File: src/hdl/ccdt_pkg.sv
// Shared types and constants for the coin debounce and credit timer.
// No dependencies; ccdt_cfg_regs, ccdt_core, the top and both sim files use this package.
package ccdt_pkg;

  localparam int unsigned RunW  = 9;
  localparam int unsigned TimeW = 16;
  localparam int unsigned ThrW  = 8;
  localparam int unsigned CfgIdxW  = 2;
  localparam int unsigned CfgDataW = 16;

  localparam logic [RunW-1:0]  RUN_MAX  = '1;
  localparam logic [TimeW-1:0] TIME_MAX = '1;

  // Register indexes of the configuration port.
  localparam logic [CfgIdxW-1:0] CFG_TRIGGER_THRESHOLD = 2'd0;
  localparam logic [CfgIdxW-1:0] CFG_RELEASE_THRESHOLD = 2'd1;
  localparam logic [CfgIdxW-1:0] CFG_COIN_SECONDS      = 2'd2;

  // Register reset values.
  localparam logic [ThrW-1:0]  TRIGGER_RESET = 8'd3;
  localparam logic [ThrW-1:0]  RELEASE_RESET = 8'd3;
  localparam logic [TimeW-1:0] COIN_SECONDS_RESET = 16'd600;

  // Item modes.
  localparam logic MODE_SAMPLE = 1'b0;
  localparam logic MODE_TICK   = 1'b1;

  // The pin idles high.
  localparam logic PIN_IDLE_LEVEL = 1'b1;

  typedef struct packed {
    logic [ThrW-1:0]  trigger_threshold;
    logic [ThrW-1:0]  release_threshold;
    logic [TimeW-1:0] coin_seconds;
  } cfg_t;

  typedef struct packed {
    logic mode;
    logic pin_level;
  } in_item_t;

  typedef struct packed {
    logic             display_select;
    logic [TimeW-1:0] remaining_seconds;
    logic             coin_accepted;
    logic             spurious;
    logic             expired;
    logic             debouncing;
  } result_t;

endpackage

File: src/hdl/ccdt_in_if.sv
// Input channel of the coin debounce and credit timer: valid, ready, item.
// Depends on nothing.
interface ccdt_in_if;
  logic valid;
  logic ready;
  logic mode;
  logic pin_level;

  modport source (output valid, output mode, output pin_level, input ready);
  modport sink   (input valid, input mode, input pin_level, output ready);
endinterface

File: src/hdl/ccdt_out_if.sv
// Result channel of the coin debounce and credit timer: valid, ready, result.
// Depends on nothing.
interface ccdt_out_if;
  logic        valid;
  logic        ready;
  logic        display_select;
  logic [15:0] remaining_seconds;
  logic        coin_accepted;
  logic        spurious;
  logic        expired;
  logic        debouncing;

  modport source (output valid, output display_select, output remaining_seconds,
                  output coin_accepted, output spurious, output expired,
                  output debouncing, input ready);
  modport sink   (input valid, input display_select, input remaining_seconds,
                  input coin_accepted, input spurious, input expired,
                  input debouncing, output ready);
endinterface

File: src/hdl/ccdt_cfg_regs.sv
// Configuration register file of the coin debounce and credit timer.
// Depends on ccdt_pkg.
module ccdt_cfg_regs (
  input  logic                           clk,
  input  logic                           rst_n,
  input  logic                           cfg_we,
  input  logic [ccdt_pkg::CfgIdxW-1:0]   cfg_index,
  input  logic [ccdt_pkg::CfgDataW-1:0]  cfg_wdata,
  output ccdt_pkg::cfg_t                 cfg
);

  ccdt_pkg::cfg_t cfg_r, cfg_nxt;

  always_comb begin
    cfg_nxt = cfg_r;
    if (cfg_we) begin
      unique case (cfg_index)
        ccdt_pkg::CFG_TRIGGER_THRESHOLD:
          cfg_nxt.trigger_threshold = cfg_wdata[ccdt_pkg::ThrW-1:0];
        ccdt_pkg::CFG_RELEASE_THRESHOLD:
          cfg_nxt.release_threshold = cfg_wdata[ccdt_pkg::ThrW-1:0];
        ccdt_pkg::CFG_COIN_SECONDS:
          cfg_nxt.coin_seconds = cfg_wdata[ccdt_pkg::TimeW-1:0];
        default: ;  // Unknown indexes are ignored.
      endcase
    end
  end

  always_ff @(posedge clk) begin
    if (!rst_n) begin
      cfg_r.trigger_threshold <= ccdt_pkg::TRIGGER_RESET;
      cfg_r.release_threshold <= ccdt_pkg::RELEASE_RESET;
      cfg_r.coin_seconds      <= ccdt_pkg::COIN_SECONDS_RESET;
    end else begin
      cfg_r <= cfg_nxt;
    end
  end

  assign cfg = cfg_r;

endmodule

File: src/hdl/ccdt_core.sv
// Debounce and session state of the coin timer with its single-pass update.
// Depends on ccdt_pkg.
module ccdt_core (
  input  logic               clk,
  input  logic               rst_n,
  input  logic               step,
  input  ccdt_pkg::in_item_t item,
  input  ccdt_pkg::cfg_t     cfg,
  output ccdt_pkg::result_t  res
);

  logic                         window_open_r, window_open_nxt;
  logic                         last_level_r, last_level_nxt;
  logic [ccdt_pkg::RunW-1:0]    low_run_r, low_run_nxt;
  logic [ccdt_pkg::RunW-1:0]    high_run_r, high_run_nxt;
  logic                         armed_r, armed_nxt;
  logic                         session_r, session_nxt;
  logic [ccdt_pkg::TimeW-1:0]   time_left_r, time_left_nxt;

  logic [ccdt_pkg::RunW-1:0]    low_inc, high_inc;
  logic [ccdt_pkg::TimeW:0]     sum;
  logic [ccdt_pkg::TimeW-1:0]   credit_time, tick_time;
  logic                         accepted, spur, exp;

  // Saturating run increments and the credited time.
  assign low_inc  = (low_run_r  < ccdt_pkg::RUN_MAX) ? low_run_r  + 1'b1 : low_run_r;
  assign high_inc = (high_run_r < ccdt_pkg::RUN_MAX) ? high_run_r + 1'b1 : high_run_r;
  assign sum = {1'b0, time_left_r} + {1'b0, cfg.coin_seconds};
  assign credit_time = !session_r ? cfg.coin_seconds :
                       sum[ccdt_pkg::TimeW] ? ccdt_pkg::TIME_MAX :
                       sum[ccdt_pkg::TimeW-1:0];
  assign tick_time = (time_left_r != '0) ? time_left_r - 1'b1 : time_left_r;

  always_comb begin
    window_open_nxt = window_open_r;
    last_level_nxt  = last_level_r;
    low_run_nxt     = low_run_r;
    high_run_nxt    = high_run_r;
    armed_nxt       = armed_r;
    session_nxt     = session_r;
    time_left_nxt   = time_left_r;
    accepted        = 1'b0;
    spur            = 1'b0;
    exp             = 1'b0;
    if (item.mode == ccdt_pkg::MODE_SAMPLE) begin
      last_level_nxt = item.pin_level;
      if (!window_open_r) begin
        // A level change opens the window; the opening sample is not counted.
        if (item.pin_level != last_level_r) begin
          window_open_nxt = 1'b1;
          low_run_nxt     = '0;
          high_run_nxt    = '0;
          armed_nxt       = 1'b0;
        end
      end else if (!item.pin_level) begin
        high_run_nxt = '0;
        low_run_nxt  = low_inc;
        if (low_inc > {1'b0, cfg.trigger_threshold}) begin
          armed_nxt = 1'b1;
        end
      end else begin
        low_run_nxt  = '0;
        high_run_nxt = high_inc;
        if (high_inc > {1'b0, cfg.release_threshold}) begin
          window_open_nxt = 1'b0;
          armed_nxt       = 1'b0;
          high_run_nxt    = '0;
          if (armed_r) begin
            accepted      = 1'b1;
            session_nxt   = 1'b1;
            time_left_nxt = credit_time;
          end else begin
            spur = 1'b1;
          end
        end
      end
    end else if (!window_open_r) begin
      // Ticks count the session down and are ignored inside a window.
      time_left_nxt = tick_time;
      if (tick_time == '0 && session_r) begin
        session_nxt = 1'b0;
        exp         = 1'b1;
      end
    end
  end

  always_ff @(posedge clk) begin
    if (!rst_n) begin
      window_open_r <= 1'b0;
      last_level_r  <= ccdt_pkg::PIN_IDLE_LEVEL;
      low_run_r     <= '0;
      high_run_r    <= '0;
      armed_r       <= 1'b0;
      session_r     <= 1'b0;
      time_left_r   <= '0;
    end else if (step) begin
      window_open_r <= window_open_nxt;
      last_level_r  <= last_level_nxt;
      low_run_r     <= low_run_nxt;
      high_run_r    <= high_run_nxt;
      armed_r       <= armed_nxt;
      session_r     <= session_nxt;
      time_left_r   <= time_left_nxt;
    end
  end

  assign res.display_select    = session_nxt;
  assign res.remaining_seconds = time_left_nxt;
  assign res.coin_accepted     = accepted;
  assign res.spurious          = spur;
  assign res.expired           = exp;
  assign res.debouncing        = window_open_nxt;

endmodule

File: src/hdl/coin_debounce_credit_timer_top.sv
// Coin acceptor front end: pin debounce, coin credit and paid-time countdown.
// Each transaction passes through the input register, then the result register.
// Throughput: one transaction per cycle while the receiver keeps ready high.
// Reset: synchronous on rst_n low; clears both stages, the debounce and
// session state, and loads the configuration registers with their defaults.
// Depends on ccdt_pkg, ccdt_in_if, ccdt_out_if, ccdt_cfg_regs and ccdt_core.
module coin_debounce_credit_timer_top (
  input  logic                          clk,
  input  logic                          rst_n,
  ccdt_in_if.sink                       in_if,
  ccdt_out_if.source                    out_if,
  input  logic                          cfg_we,
  input  logic [ccdt_pkg::CfgIdxW-1:0]  cfg_index,
  input  logic [ccdt_pkg::CfgDataW-1:0] cfg_wdata
);

  ccdt_pkg::cfg_t     cfg;
  ccdt_pkg::in_item_t s1_item_r;
  ccdt_pkg::result_t  core_res;
  ccdt_pkg::result_t  out_res_r;
  logic               s1_valid_r, s1_valid_nxt;
  logic               out_valid_r, out_valid_nxt;
  logic               in_accept, out_free, step;

  // The result register frees up when it is empty or its transaction
  // completes this cycle. The input stage then hands its item on; the input side
  // accepts only while the input register is empty or hands its item on.
  assign out_free  = !out_valid_r || out_if.ready;
  assign step      = s1_valid_r && out_free;
  assign in_if.ready = !s1_valid_r || out_free;
  assign in_accept = in_if.valid && in_if.ready;

  ccdt_cfg_regs u_cfg (
    .clk       (clk),
    .rst_n     (rst_n),
    .cfg_we    (cfg_we),
    .cfg_index (cfg_index),
    .cfg_wdata (cfg_wdata),
    .cfg       (cfg)
  );

  // The core updates its state exactly when the item in the input register
  // moves into the result register, so the next item sees that state.
  ccdt_core u_core (
    .clk   (clk),
    .rst_n (rst_n),
    .step  (step),
    .item  (s1_item_r),
    .cfg   (cfg),
    .res   (core_res)
  );

  always_comb begin
    s1_valid_nxt = s1_valid_r;
    if (in_accept) begin
      s1_valid_nxt = 1'b1;
    end else if (step) begin
      s1_valid_nxt = 1'b0;
    end
  end

  always_comb begin
    out_valid_nxt = out_valid_r;
    if (step) begin
      out_valid_nxt = 1'b1;
    end else if (out_if.ready) begin
      out_valid_nxt = 1'b0;
    end
  end

  always_ff @(posedge clk) begin
    if (!rst_n) begin
      s1_valid_r  <= 1'b0;
      out_valid_r <= 1'b0;
    end else begin
      s1_valid_r  <= s1_valid_nxt;
      out_valid_r <= out_valid_nxt;
    end
  end

  // Payload registers carry no reset.
  always_ff @(posedge clk) begin
    if (in_accept) begin
      s1_item_r.mode      <= in_if.mode;
      s1_item_r.pin_level <= in_if.pin_level;
    end
    if (step) begin
      out_res_r <= core_res;
    end
  end

  assign out_if.valid             = out_valid_r;
  assign out_if.display_select    = out_res_r.display_select;
  assign out_if.remaining_seconds = out_res_r.remaining_seconds;
  assign out_if.coin_accepted     = out_res_r.coin_accepted;
  assign out_if.spurious          = out_res_r.spurious;
  assign out_if.expired           = out_res_r.expired;
  assign out_if.debouncing        = out_res_r.debouncing;

endmodule

File: src/flat_wrapper.sv
// flat-port wrapper written by rule: the top's interface ports become plain ports
module coin_debounce_credit_timer_top_flat 
  (clk, rst_n, cfg_we, cfg_index, cfg_wdata, in_if_valid, in_if_mode, in_if_pin_level, in_if_ready, out_if_valid, out_if_display_select, out_if_remaining_seconds, out_if_coin_accepted, out_if_spurious, out_if_expired, out_if_debouncing, out_if_ready);
  ccdt_in_if in_if_i ();
  ccdt_out_if out_if_i ();
  input  logic clk;
  input  logic rst_n;
  input  logic cfg_we;
  input  logic [ccdt_pkg::CfgIdxW-1:0] cfg_index;
  input  logic [ccdt_pkg::CfgDataW-1:0] cfg_wdata;
  input wire logic [$bits(in_if_i.valid)-1:0] in_if_valid;
  input wire logic [$bits(in_if_i.mode)-1:0] in_if_mode;
  input wire logic [$bits(in_if_i.pin_level)-1:0] in_if_pin_level;
  output wire logic [$bits(in_if_i.ready)-1:0] in_if_ready;
  output wire logic [$bits(out_if_i.valid)-1:0] out_if_valid;
  output wire logic [$bits(out_if_i.display_select)-1:0] out_if_display_select;
  output wire logic [$bits(out_if_i.remaining_seconds)-1:0] out_if_remaining_seconds;
  output wire logic [$bits(out_if_i.coin_accepted)-1:0] out_if_coin_accepted;
  output wire logic [$bits(out_if_i.spurious)-1:0] out_if_spurious;
  output wire logic [$bits(out_if_i.expired)-1:0] out_if_expired;
  output wire logic [$bits(out_if_i.debouncing)-1:0] out_if_debouncing;
  input wire logic [$bits(out_if_i.ready)-1:0] out_if_ready;
  assign in_if_i.valid = in_if_valid;
  assign in_if_i.mode = in_if_mode;
  assign in_if_i.pin_level = in_if_pin_level;
  assign in_if_ready = in_if_i.ready;
  assign out_if_valid = out_if_i.valid;
  assign out_if_display_select = out_if_i.display_select;
  assign out_if_remaining_seconds = out_if_i.remaining_seconds;
  assign out_if_coin_accepted = out_if_i.coin_accepted;
  assign out_if_spurious = out_if_i.spurious;
  assign out_if_expired = out_if_i.expired;
  assign out_if_debouncing = out_if_i.debouncing;
  assign out_if_i.ready = out_if_ready;
  coin_debounce_credit_timer_top u_core (.clk(clk), .rst_n(rst_n), .in_if(in_if_i), .out_if(out_if_i), .cfg_we(cfg_we), .cfg_index(cfg_index), .cfg_wdata(cfg_wdata));
endmodule
File: config.mk
export PLATFORM = sky130hd
export DESIGN_NAME = coin_debounce_credit_timer_top_flat
export DESIGN_NICKNAME = d
export VERILOG_FILES = /design/src/hdl/ccdt_pkg.sv /design/src/hdl/ccdt_in_if.sv /design/src/hdl/ccdt_out_if.sv /design/src/hdl/ccdt_cfg_regs.sv /design/src/hdl/ccdt_core.sv /design/src/hdl/coin_debounce_credit_timer_top.sv /design/src/flat_wrapper.sv
export SDC_FILE = /design/constraint.sdc
export NUM_CORES = 1
export LEC_CHECK = 0
export CORE_MARGIN = 5
export CORE_UTILIZATION = 25
export CTS_BUF_LIST = sky130_fd_sc_hd__clkbuf_16
export DETAILED_ROUTE_END_ITERATION = 10
export DONT_BUFFER_PORTS = 1
export PLACE_DENSITY = 0.46
export SLEW_MARGIN = 20
export SYNTH_ARGS = -nofsm -noshare
export SYNTH_HDL_FRONTEND = slang
export SYNTH_SLANG_ARGS = --single-unit
File: constraint.sdc
create_clock -name clk -period 5.2 [get_ports clk]
set_input_delay 1.04 -clock clk [delete_from_list [all_inputs] [get_ports clk]]
set_output_delay 1.04 -clock clk [all_outputs]
set_load 0.005 [all_outputs]
==> impl_metrics.tcl, run 1 <==
set metrics [dict create \
    outcome "completed" \
    hold_viol_final 0 \
    routed_via_density 5.02 \
    h-tree-depth 3 \
    coreArea_um2 24200 \
    netlist_instances 741 \
    drtIter0Drc 304 \
    die_area_um2 27800 \
    fmax_ghz 0.239 \
    sequentialPowerShare 0.467 \
    hp-class "flip-flop to flip-flop" \
    period_needed_ns 4.18 \
    rsz0062_at_grt "false" \
    yosys.area_share.simple 0.224 \
    drtPass1Iterations 4 \
    netlist_area_um2 6140 \
    ff2ff_path_depth 15 \
    crit_path_end_kind "flip-flop" \
    antenna_found_initial 0 \
    grt_max_degree 48 \
    tightest_slew_ns 0.893 \
    wire_per_inst_um 17.0 \
    overflow 0 \
    grt_pass1_vias 5090 \
    drv_cap 0 \
    n_antenna_cell 0 \
    synth-edff-count 23 \
    post_cts_buffers 0 \
    insertion_delay_ns 0.35 \
    swShare 0.300 \
    syn2layout_area_growth_pct 8.73 \
    final-setup-viol-count 0 \
    grt_pass1_wl_mm 28.3 \
    synthesis.nets 803 \
    synth-main-ff-cell "dfxtp_1" \
    num_io_pins 48 \
    clockBufferDepth 2 \
    seq_area_frac_synth 0.347 \
    critPathKind "flip-flop to flip-flop" \
    clock_power_share 0.341 \
    reg2reg_from "u_core.u_core.high_run_r[5]" \
    powerDensity_nw_per_um2 270 \
    final_common_cell "nand2_1" \
    die_width_um 167 \
    vias 5231 \
    cts_sinks 95 \
    p_leak_nw 2.53 \
    min_from "u_core.u_cfg.cfg[7]" \
    cts_hold_buf 0 \
    ctsRootBufferMaster "clkbuf_16" \
    synthAdderAreaFrac 0.0767 \
    dp_hpwl_mm 13.2 \
    final_cell_mix "90 x nand2_1, 72 x dfxtp_1, 66 x nor2_1" \
    remaining_drc_errors 0 \
    portBuffers 0 \
    utilization 0.275 \
    die_h_um 167 \
    fin_setup_tns_ns 0 \
    ant_nets 0 \
    p_switching_uw 540 \
    slew_headroom 0.402 \
    final_max_slew_viol_count 0 \
    synth_cell_type_count 78 \
    gp_congestion 0.820 \
    rows 57 \
    yosysWarnings 0 \
    avgSynthCellArea_um2 8.28 \
    internal_power_mw 1.26 \
    worstPathMaxFanout 23 \
    peakVddDrop_mv 0.147 \
    cts_tree "built" \
    clk_pin_slew_worst_paths_ns 0.07 \
    start_util 0.253 \
    pwr-share-comb 0.191 \
    min_period_over_period 0.804 \
    synth_xor_area_frac 0.0442 \
    holdPathStages 2 \
    critPathRequiredTime_ns 5.44 \
    synth_top_family_by_area "compound AO/OA/AOI/OAI gates" \
    hold_path_end "u_core.u_cfg.cfg[7]" \
    synthMuxAreaShare 0.0200 \
    drive_gt1_frac 0.0696 \
    clock_skew_ns 0.00972 \
    cp.arrival_ns 4.42 \
    final_nets 776 \
    r2r-end "u_core.u_core.time_left_r[0]" \
    track_usage 0.127 \
    regToRegSetupSlack_ns 1.02 \
    synth-seq-cells 95 \
    synth_compound_area_frac 0.236 \
    start_kind "flip-flop" \
    drt-total-wl_mm 17.7 \
    cts_buffers 9 \
    ctsResizeCount 0 \
    synthArstFlopShare 0 \
]
-- cells by family (layout without fill, tap and decap cells) --
kind of cell,after synthesis,count (layout)
flip-flops,95,95
AND/OR/NAND/NOR,279,279
AO/OA/AOI/OAI,209,209
buffers and inverters,78,55
adder cells (fa/ha/maj),37,37
multiplexers,12,12
XOR/XNOR,31,31
-- layout make-up --
cell class                      instances  area (um2)
Timing Repair Buffer                    9        67.6
Sequential cell                        95        2130
Multi-Input combinational cell        568        3690
Fill cell                            2660       17600
Clock inverter                          6        35.0
Clock buffer                            9         225
Inverter                               31         116
Tap cell                              324         405
-- cells in the mapped netlist, types with 7 or more instances --
library cell   n  area share
nand3_1       26       0.021
or3_1          7      0.0071
a22oi_1        7      0.0086
o21a_1         9       0.011
dfxtp_1       72        0.23
xnor2_1       16       0.023
mux2i_1       10       0.016
o221a_2        7       0.013
nor2b_1        8      0.0082
nand4_1       12       0.012
o22ai_1        9      0.0092
o21ai_0       28       0.023
edfxtp_1      23        0.11
nand2_1       90       0.055
a21oi_1       64       0.052
a21o_1        10       0.012
xor2_1        15       0.021
nor2_1        66       0.040
a211oi_1       9       0.011
inv_1         31       0.019
ha_1          36       0.073
clkbuf_1      33       0.020
nor3_1        21       0.017
-- state kept, by name, indices dropped and copies added, names as in the netlist, 2 cells and up --
register / flops
u_core.u_cfg.cfg: 32
u_core.out_if.remaining_seconds: 16
u_core.u_core.time_left_r: 16
u_core.u_core.high_run_r: 9
u_core.u_core.low_run_r: 9
u_core.s1_item_r: 2
-- critical path: stages, from the launching register on --
cell and delay (ns):
dfxtp_1 0.37, and4_1 0.24, and4_1 0.24, a31oi_1 0.38, nand2_1 0.14, xnor2_1 0.15
ha_1 0.29, nand4_1 0.12, o221ai_1 0.19, a41oi_1 0.22, o21ai_2 0.35, nand2_1 0.09
buf_4 0.21, inv_1 0.57, a22oi_1 0.18, o221a_2 0.33
-- stage by stage --
step | setup WS (ns) | power [mW] | cells | hold WS [ns] | area [um2]
3_3_place_gp | 1.08 | 1.20 | 1027 | 0.475 | 6410
6_report | 1.02 | 1.80 | 1042 | 0.482 | 6670
4_1_cts | 0.964 | 1.82 | 1042 | 0.484 | 6670
5_1_grt | 0.490 | 1.90 | 1042 | 0.505 | 6670
3_5_place_dp | 0.976 | 1.20 | 1027 | 0.472 | 6410
2_1_floorplan | 1.82 | 1.12 | 741 | 0.449 | 6140
-- per-layer routing --
metal	part of all wire	global-route usage
met5	0	0
met2	0.49	0.219
met4	0.015	0.0295
met3	0.026	0.0230
met1	0.47	0.165
-- worst max path at each step --
| stage | startpoint | to | depth (start not counted) |
|---|---|---|---|
| after floorplan | u_core.u_core.high_run_r[3] | u_core.out_if.remaining_seconds[14] | 15 |
| after global placement | u_core.u_core.high_run_r[5] | u_core.u_core.time_left_r[0] | 15 |
| after detailed placement | u_core.u_core.high_run_r[5] | u_core.u_core.time_left_r[0] | 15 |
| after CTS | u_core.u_core.high_run_r[5] | u_core.u_core.time_left_r[0] | 15 |
| after global routing | u_core.u_core.high_run_r[5] | u_core.u_core.time_left_r[0] | 15 |
| final | u_core.u_core.high_run_r[5] | u_core.u_core.time_left_r[0] | 15 |
-- power groups by stage --
stage | Combinational, mW | Clock (mW) | Sequential [mW]
3_3_place_gp | 0.343 | 0 | 0.859
5_1_grt | 0.383 | 0.669 | 0.845
2_1_floorplan | 0.293 | 0 | 0.831
3_5_place_dp | 0.341 | 0 | 0.858
4_1_cts | 0.344 | 0.639 | 0.841
6_report | 0.344 | 0.614 | 0.840
No activity file was read; power rests on OpenSTA's default activity.
==> run 2: changes to the inputs <==
==> constraint.sdc (replaced) <==
create_clock -name clk -period 4.3 [get_ports clk]
set_input_delay 0.86 -clock clk [delete_from_list [all_inputs] [get_ports clk]]
set_output_delay 0.86 -clock clk [all_outputs]
set_load 0.005 [all_outputs]
==> impl_metrics.tcl, run 2 (synthesized netlist as in run 1, its figures left out) <==
set metrics [dict create \
    ctsRootBufferMaster "clkbuf_16" \
    crit_path_end_kind "flip-flop" \
    slew_headroom 0.401 \
    grt-busiest-layer "met2" \
    tightest_slew_ns 0.895 \
    post_cts_buffers 0 \
    final_common_cell "nand2_1" \
    drtPass1Iterations 4 \
    drtIter0Drc 327 \
    outcome "completed" \
    fmax_ghz 0.268 \
    antenna_found_initial 0 \
    track_usage 0.131 \
    drt-total-wl_mm 18.3 \
    crit_path_end "u_core.out_if.remaining_seconds[11]" \
    drv_cap 0 \
    wire_per_inst_um 17.4 \
    min_period_over_period 0.868 \
    rsz0062_at_grt "false" \
    vias 5324 \
    largest_reg_flops 32 \
    clock_skew_ns 0.00978 \
    remaining_drc_errors 0 \
    path_depth 13 \
    n_antenna_cell 0 \
    max_stage_delay_ns 0.44 \
    use_met1 0.173 \
    gp_congestion 0.822 \
    use_met3 0.0220 \
    dp_hpwl_mm 13.7 \
    overflow 0 \
    reg2reg_from "u_core.u_core.high_run_r[5]" \
    start_util 0.253 \
    period_needed_ns 3.73 \
    hp-class "flip-flop to flip-flop" \
    ctsResizeCount 0 \
    cts_hold_buf 0 \
    peakVddDrop_mv 0.148 \
    final_cell_mix "90 x nand2_1, 72 x dfxtp_1, 66 x nor2_1" \
    powerDensity_nw_per_um2 330 \
    grt_max_degree 28 \
    r2r-end "u_core.out_if.remaining_seconds[11]" \
    routed_via_density 5.09 \
    hold_viol_final 0 \
    worstPathMaxFanout 7 \
    final_nets 781 \
    cts_tree "built" \
    fin_setup_tns_ns 0 \
    holdWs_ns 0.487 \
    start_kind "flip-flop" \
    cts_sinks 95 \
    portBuffers 0 \
    syn2layout_area_growth_pct 9.66 \
    critPathKind "flip-flop to flip-flop" \
    crit_chain "and4_1 -> and4_1 -> a31oi_1 -> nand2_1 -> xnor2_1 -> ha_1 -> nand4_1 -> o221ai_1 -> a41oi_1 -> o21a_1 -> o21ai_0 -> o21ai_0 -> a221oi_1" \
    clk_pin_slew_worst_paths_ns 0.07 \
    ff2ff_path_depth 13 \
    die_area_um2 27800 \
    crit_start "u_core.u_core.high_run_r[5]" \
    die_width_um 167 \
    final-setup-viol-count 0 \
    ant_nets 0 \
    rows 57 \
    drive_gt1_frac 0.0761 \
    h-tree-depth 3 \
    cts_buffers 9 \
    path_delay_family "compound AO/OA/AOI/OAI gates" \
    p_leak_nw 2.57 \
    met2_usage 0.221 \
    regToRegSetupSlack_ns 0.57 \
    grt_pass1_vias 5169 \
    clockBufferDepth 2 \
    critPathRequiredTime_ns 4.47 \
    coreArea_um2 24200 \
    die_h_um 167 \
    crit_buf_inv 0 \
    cpMaxStageDelayCell "o21ai_0" \
    cp.arrival_ns 3.90 \
    num_io_pins 48 \
    fill_cells 2651 \
    insertion_delay_ns 0.35 \
    final_max_slew_viol_count 0 \
    grt_pass1_wl_mm 29.4 \
]
[run 2: changes by cell type in the layout (fill, tap and decap cells not counted), sizes merged]
cell / delta
buf: +5
clkinv: -2
clkbuf: +1
inv: +1
[run 2: worst min path at each step]
stage	slack (ns)	to	startpoint	cells after the start
3_5_place_dp	0.48	u_core.u_cfg.cfg[7]	u_core.u_cfg.cfg[7]	2
3_3_place_gp	0.47	u_core.u_cfg.cfg[14]	u_core.u_cfg.cfg[14]	2
4_1_cts	0.49	u_core.u_cfg.cfg[7]	u_core.u_cfg.cfg[7]	2
5_1_grt	0.51	u_core.u_cfg.cfg[7]	u_core.u_cfg.cfg[7]	2
6_report	0.49	u_core.u_cfg.cfg[7]	u_core.u_cfg.cfg[7]	2
2_1_floorplan	0.45	u_core.u_cfg.cfg[24]	u_core.u_cfg.cfg[24]	2
[run 2: through the flow]
step	util	power [mW]	instances	setup WS (ns)	instance area, um2
finish	0.278	2.22	1047	0.567	6730
floorplan	-	1.36	741	0.920	6140
CTS	0.278	2.26	1047	0.584	6730
global route	0.278	2.34	1047	0.224	6730
detailed placement	0.266	1.45	1032	0.613	6450
global placement	0.266	1.46	1032	0.640	6450
[run 2: cell type report]
class	instances	area [um2]	area share
Clock buffer	10	250	0.0372
Clock inverter	5	30.0	0.00446
Inverter	31	116	0.0173
Multi-Input combinational cell	568	3690	0.548
Sequential cell	95	2130	0.317
Tap cell	324	405	0.0602
Timing Repair Buffer	14	105	0.0156
[run 2: tightest hold or removal path, cell delays in order (launching register included)]
cell	delay [ns]
dfxtp_1	0.33
nand2_1	0.06
a21oi_1	0.05
[run 2: metal layers]
| metal | part of all wire | up-vias |
|---|---|---|
| met4 | 0.021 | 0 |
| met3 | 0.027 | 24 |
| met1 | 0.47 | 2525 |
| met5 | 0 | - |
| li1 | - | 2690 |
| met2 | 0.48 | 85 |
[run 2: report_power, final]
group	total, mW	switching (mW)	internal, mW
clock	0.790	0.365	0.425
sequential	1.02	0.0534	0.963
combinational	0.417	0.244	0.173
total	2.22	0.662	1.56
==> run 3: changes to the inputs <==
--- a/config.mk
+++ b/config.mk
@@ -5,12 +5,12 @@
 export SDC_FILE = /design/constraint.sdc
 export NUM_CORES = 1
 export LEC_CHECK = 0
+export BUFFER_PORTS_ARGS = -buffer_cell sky130_fd_sc_hd__buf_2
 export CORE_MARGIN = 5
 export CORE_UTILIZATION = 25
 export CTS_BUF_LIST = sky130_fd_sc_hd__clkbuf_16
 export DETAILED_ROUTE_END_ITERATION = 10
-export DONT_BUFFER_PORTS = 1
-export PLACE_DENSITY = 0.46
+export PLACE_DENSITY = 0.48
 export SLEW_MARGIN = 20
 export SYNTH_ARGS = -nofsm -noshare
 export SYNTH_HDL_FRONTEND = slang
==> impl_metrics.tcl, run 3 (synthesized netlist as in run 1, its figures left out) <==
set metrics [dict create \
    min_period_over_period 0.906 \
    gp_congestion 0.833 \
    grt_max_degree 29 \
    critPathRequiredTime_ns 4.38 \
    fin_setup_tns_ns 0 \
    tightest_slew_ns 0.923 \
    drtIter0Drc 412 \
    vias 5491 \
    cts_tree "built" \
    ctsRootBufferMaster "clkbuf_16" \
    die_width_um 167 \
    h-tree-depth 3 \
    grt_pass1_vias 5366 \
    ant_nets 0 \
    drv_cap 0 \
    critPathKind "flip-flop to flip-flop" \
    start_util 0.253 \
    hp-class "flip-flop to flip-flop" \
    clockBufferDepth 2 \
    wire_per_inst_um 16.6 \
    final_common_cell "nand2_1" \
    die_area_um2 27800 \
    cts_sinks 95 \
    drtPass1Iterations 5 \
    cp.arrival_ns 3.98 \
    num_io_pins 48 \
    drive_gt1_frac 0.135 \
    overflow 0 \
    final_max_slew_viol_count 0 \
    utilization 0.288 \
    final_cell_mix "90 x nand2_1, 72 x dfxtp_1, 66 x nor2_1" \
    portBuffers 47 \
    drt-total-wl_mm 18.1 \
    p_leak_nw 2.75 \
    final_nets 826 \
    fmax_ghz 0.257 \
    fill_cells 2702 \
    outcome "completed" \
    regArea_um2 2130 \
    final-setup-viol-count 0 \
    crit_path_end_kind "flip-flop" \
    start_kind "flip-flop" \
    coreArea_um2 24200 \
    multi_input_area_um2 3710 \
    die_h_um 167 \
    remaining_drc_errors 0 \
    period_needed_ns 3.90 \
    grt_pass1_wl_mm 29.7 \
    track_usage 0.132 \
    dp_hpwl_mm 13.6 \
    syn2layout_area_growth_pct 14.0 \
    insertion_delay_ns 0.35 \
    cts_hold_buf 0 \
    worstPathMaxFanout 17 \
    slew_headroom 0.382 \
    peakVddDrop_mv 0.170 \
    rsz0062_at_grt "false" \
    routed_via_density 5.02 \
    clock_skew_ns 0.00949 \
    rows 57 \
    powerDensity_nw_per_um2 323 \
    largest_reg_flops 32 \
    hold_viol_final 0 \
    antenna_found_initial 0 \
    n_antenna_cell 0 \
    clk_pin_slew_worst_paths_ns 0.07 \
    cts_buffers 9 \
]
==> run 3: changes by cell type in the layout (fill, tap and decap cells not counted), moves of 2 or more <==
cell,delta
buf_2,+47
clkinv_4,+3
buf_4,-3
inv_4,-2
==> run 3: area by class of cell <==
| cell class | instances | area share |
|---|---|---|
| clock buffer | 10 | 0.0358 |
| clock inverter | 6 | 0.00608 |
| multi-input combinational | 568 | 0.530 |
| tap | 324 | 0.0580 |
| sequential | 95 | 0.305 |
| timing repair buffer | 59 | 0.0483 |
| inverter | 31 | 0.0166 |
==> run 3: power by group <==
group	internal (mW)	leakage, nW	switching [mW]
logic	0.189	1.80	0.269
clock network	0.429	0.146	0.364
registers	0.963	0.806	0.0460
==> run 3: worst max-delay path: stages (launching register included) <==
cell,delay [ns]
dfxtp_1,0.37
and4_1,0.24
and4_1,0.25
a31oi_2,0.32
nand2_1,0.13
xnor2_1,0.14
ha_1,0.29
nand4_1,0.12
o221ai_1,0.23
a41oi_2,0.19
o21ai_2,0.32
nand2_1,0.26
inv_1,0.31
buf_12,0.19
a32oi_1,0.08
a21boi_0,0.17
==> run 3: timing repair <==
item	CTS	global route
setup endpoints to repair	0	10
buffers inserted	0	0
resized for setup	0	3
==> run 3: final timing paths <==
check | from | endpoint | slack (ns) | cells past startpoint
worst min-delay path | u_core.u_cfg.cfg[7] | u_core.u_cfg.cfg[7] | 0.48 | 2
worst min register to register | u_core.u_cfg.cfg[7] | u_core.u_cfg.cfg[7] | 0.48 | 2
worst max register to register | u_core.u_core.high_run_r[5] | u_core.out_if.remaining_seconds[8] | 0.40 | 15
worst max-delay path | u_core.u_core.high_run_r[5] | u_core.out_if.remaining_seconds[8] | 0.40 | 15
==> run 3: metal layers <==
layer | vias to the layer above | global-route usage | part of all wire
li1 | 2768 | - | -
met1 | 2602 | 0.170 | 0.46
met2 | 95 | 0.227 | 0.48
met3 | 26 | 0.0239 | 0.032
met4 | 0 | 0.0395 | 0.023
met5 | - | 0 | 0
==> run 3: metrics by stage <==
step	setup WS (ns)	cell area (um2)	hold slack, ns	std cells	power, mW
2_1_floorplan	0.920	6140	0.449	741	1.36
3_3_place_gp	0.438	6680	0.469	1077	1.49
3_5_place_dp	0.306	6680	0.474	1077	1.49
4_1_cts	0.275	6980	0.484	1093	2.29
5_1_grt	0.0587	7000	0.507	1093	2.39
6_report	0.403	7000	0.485	1093	2.26
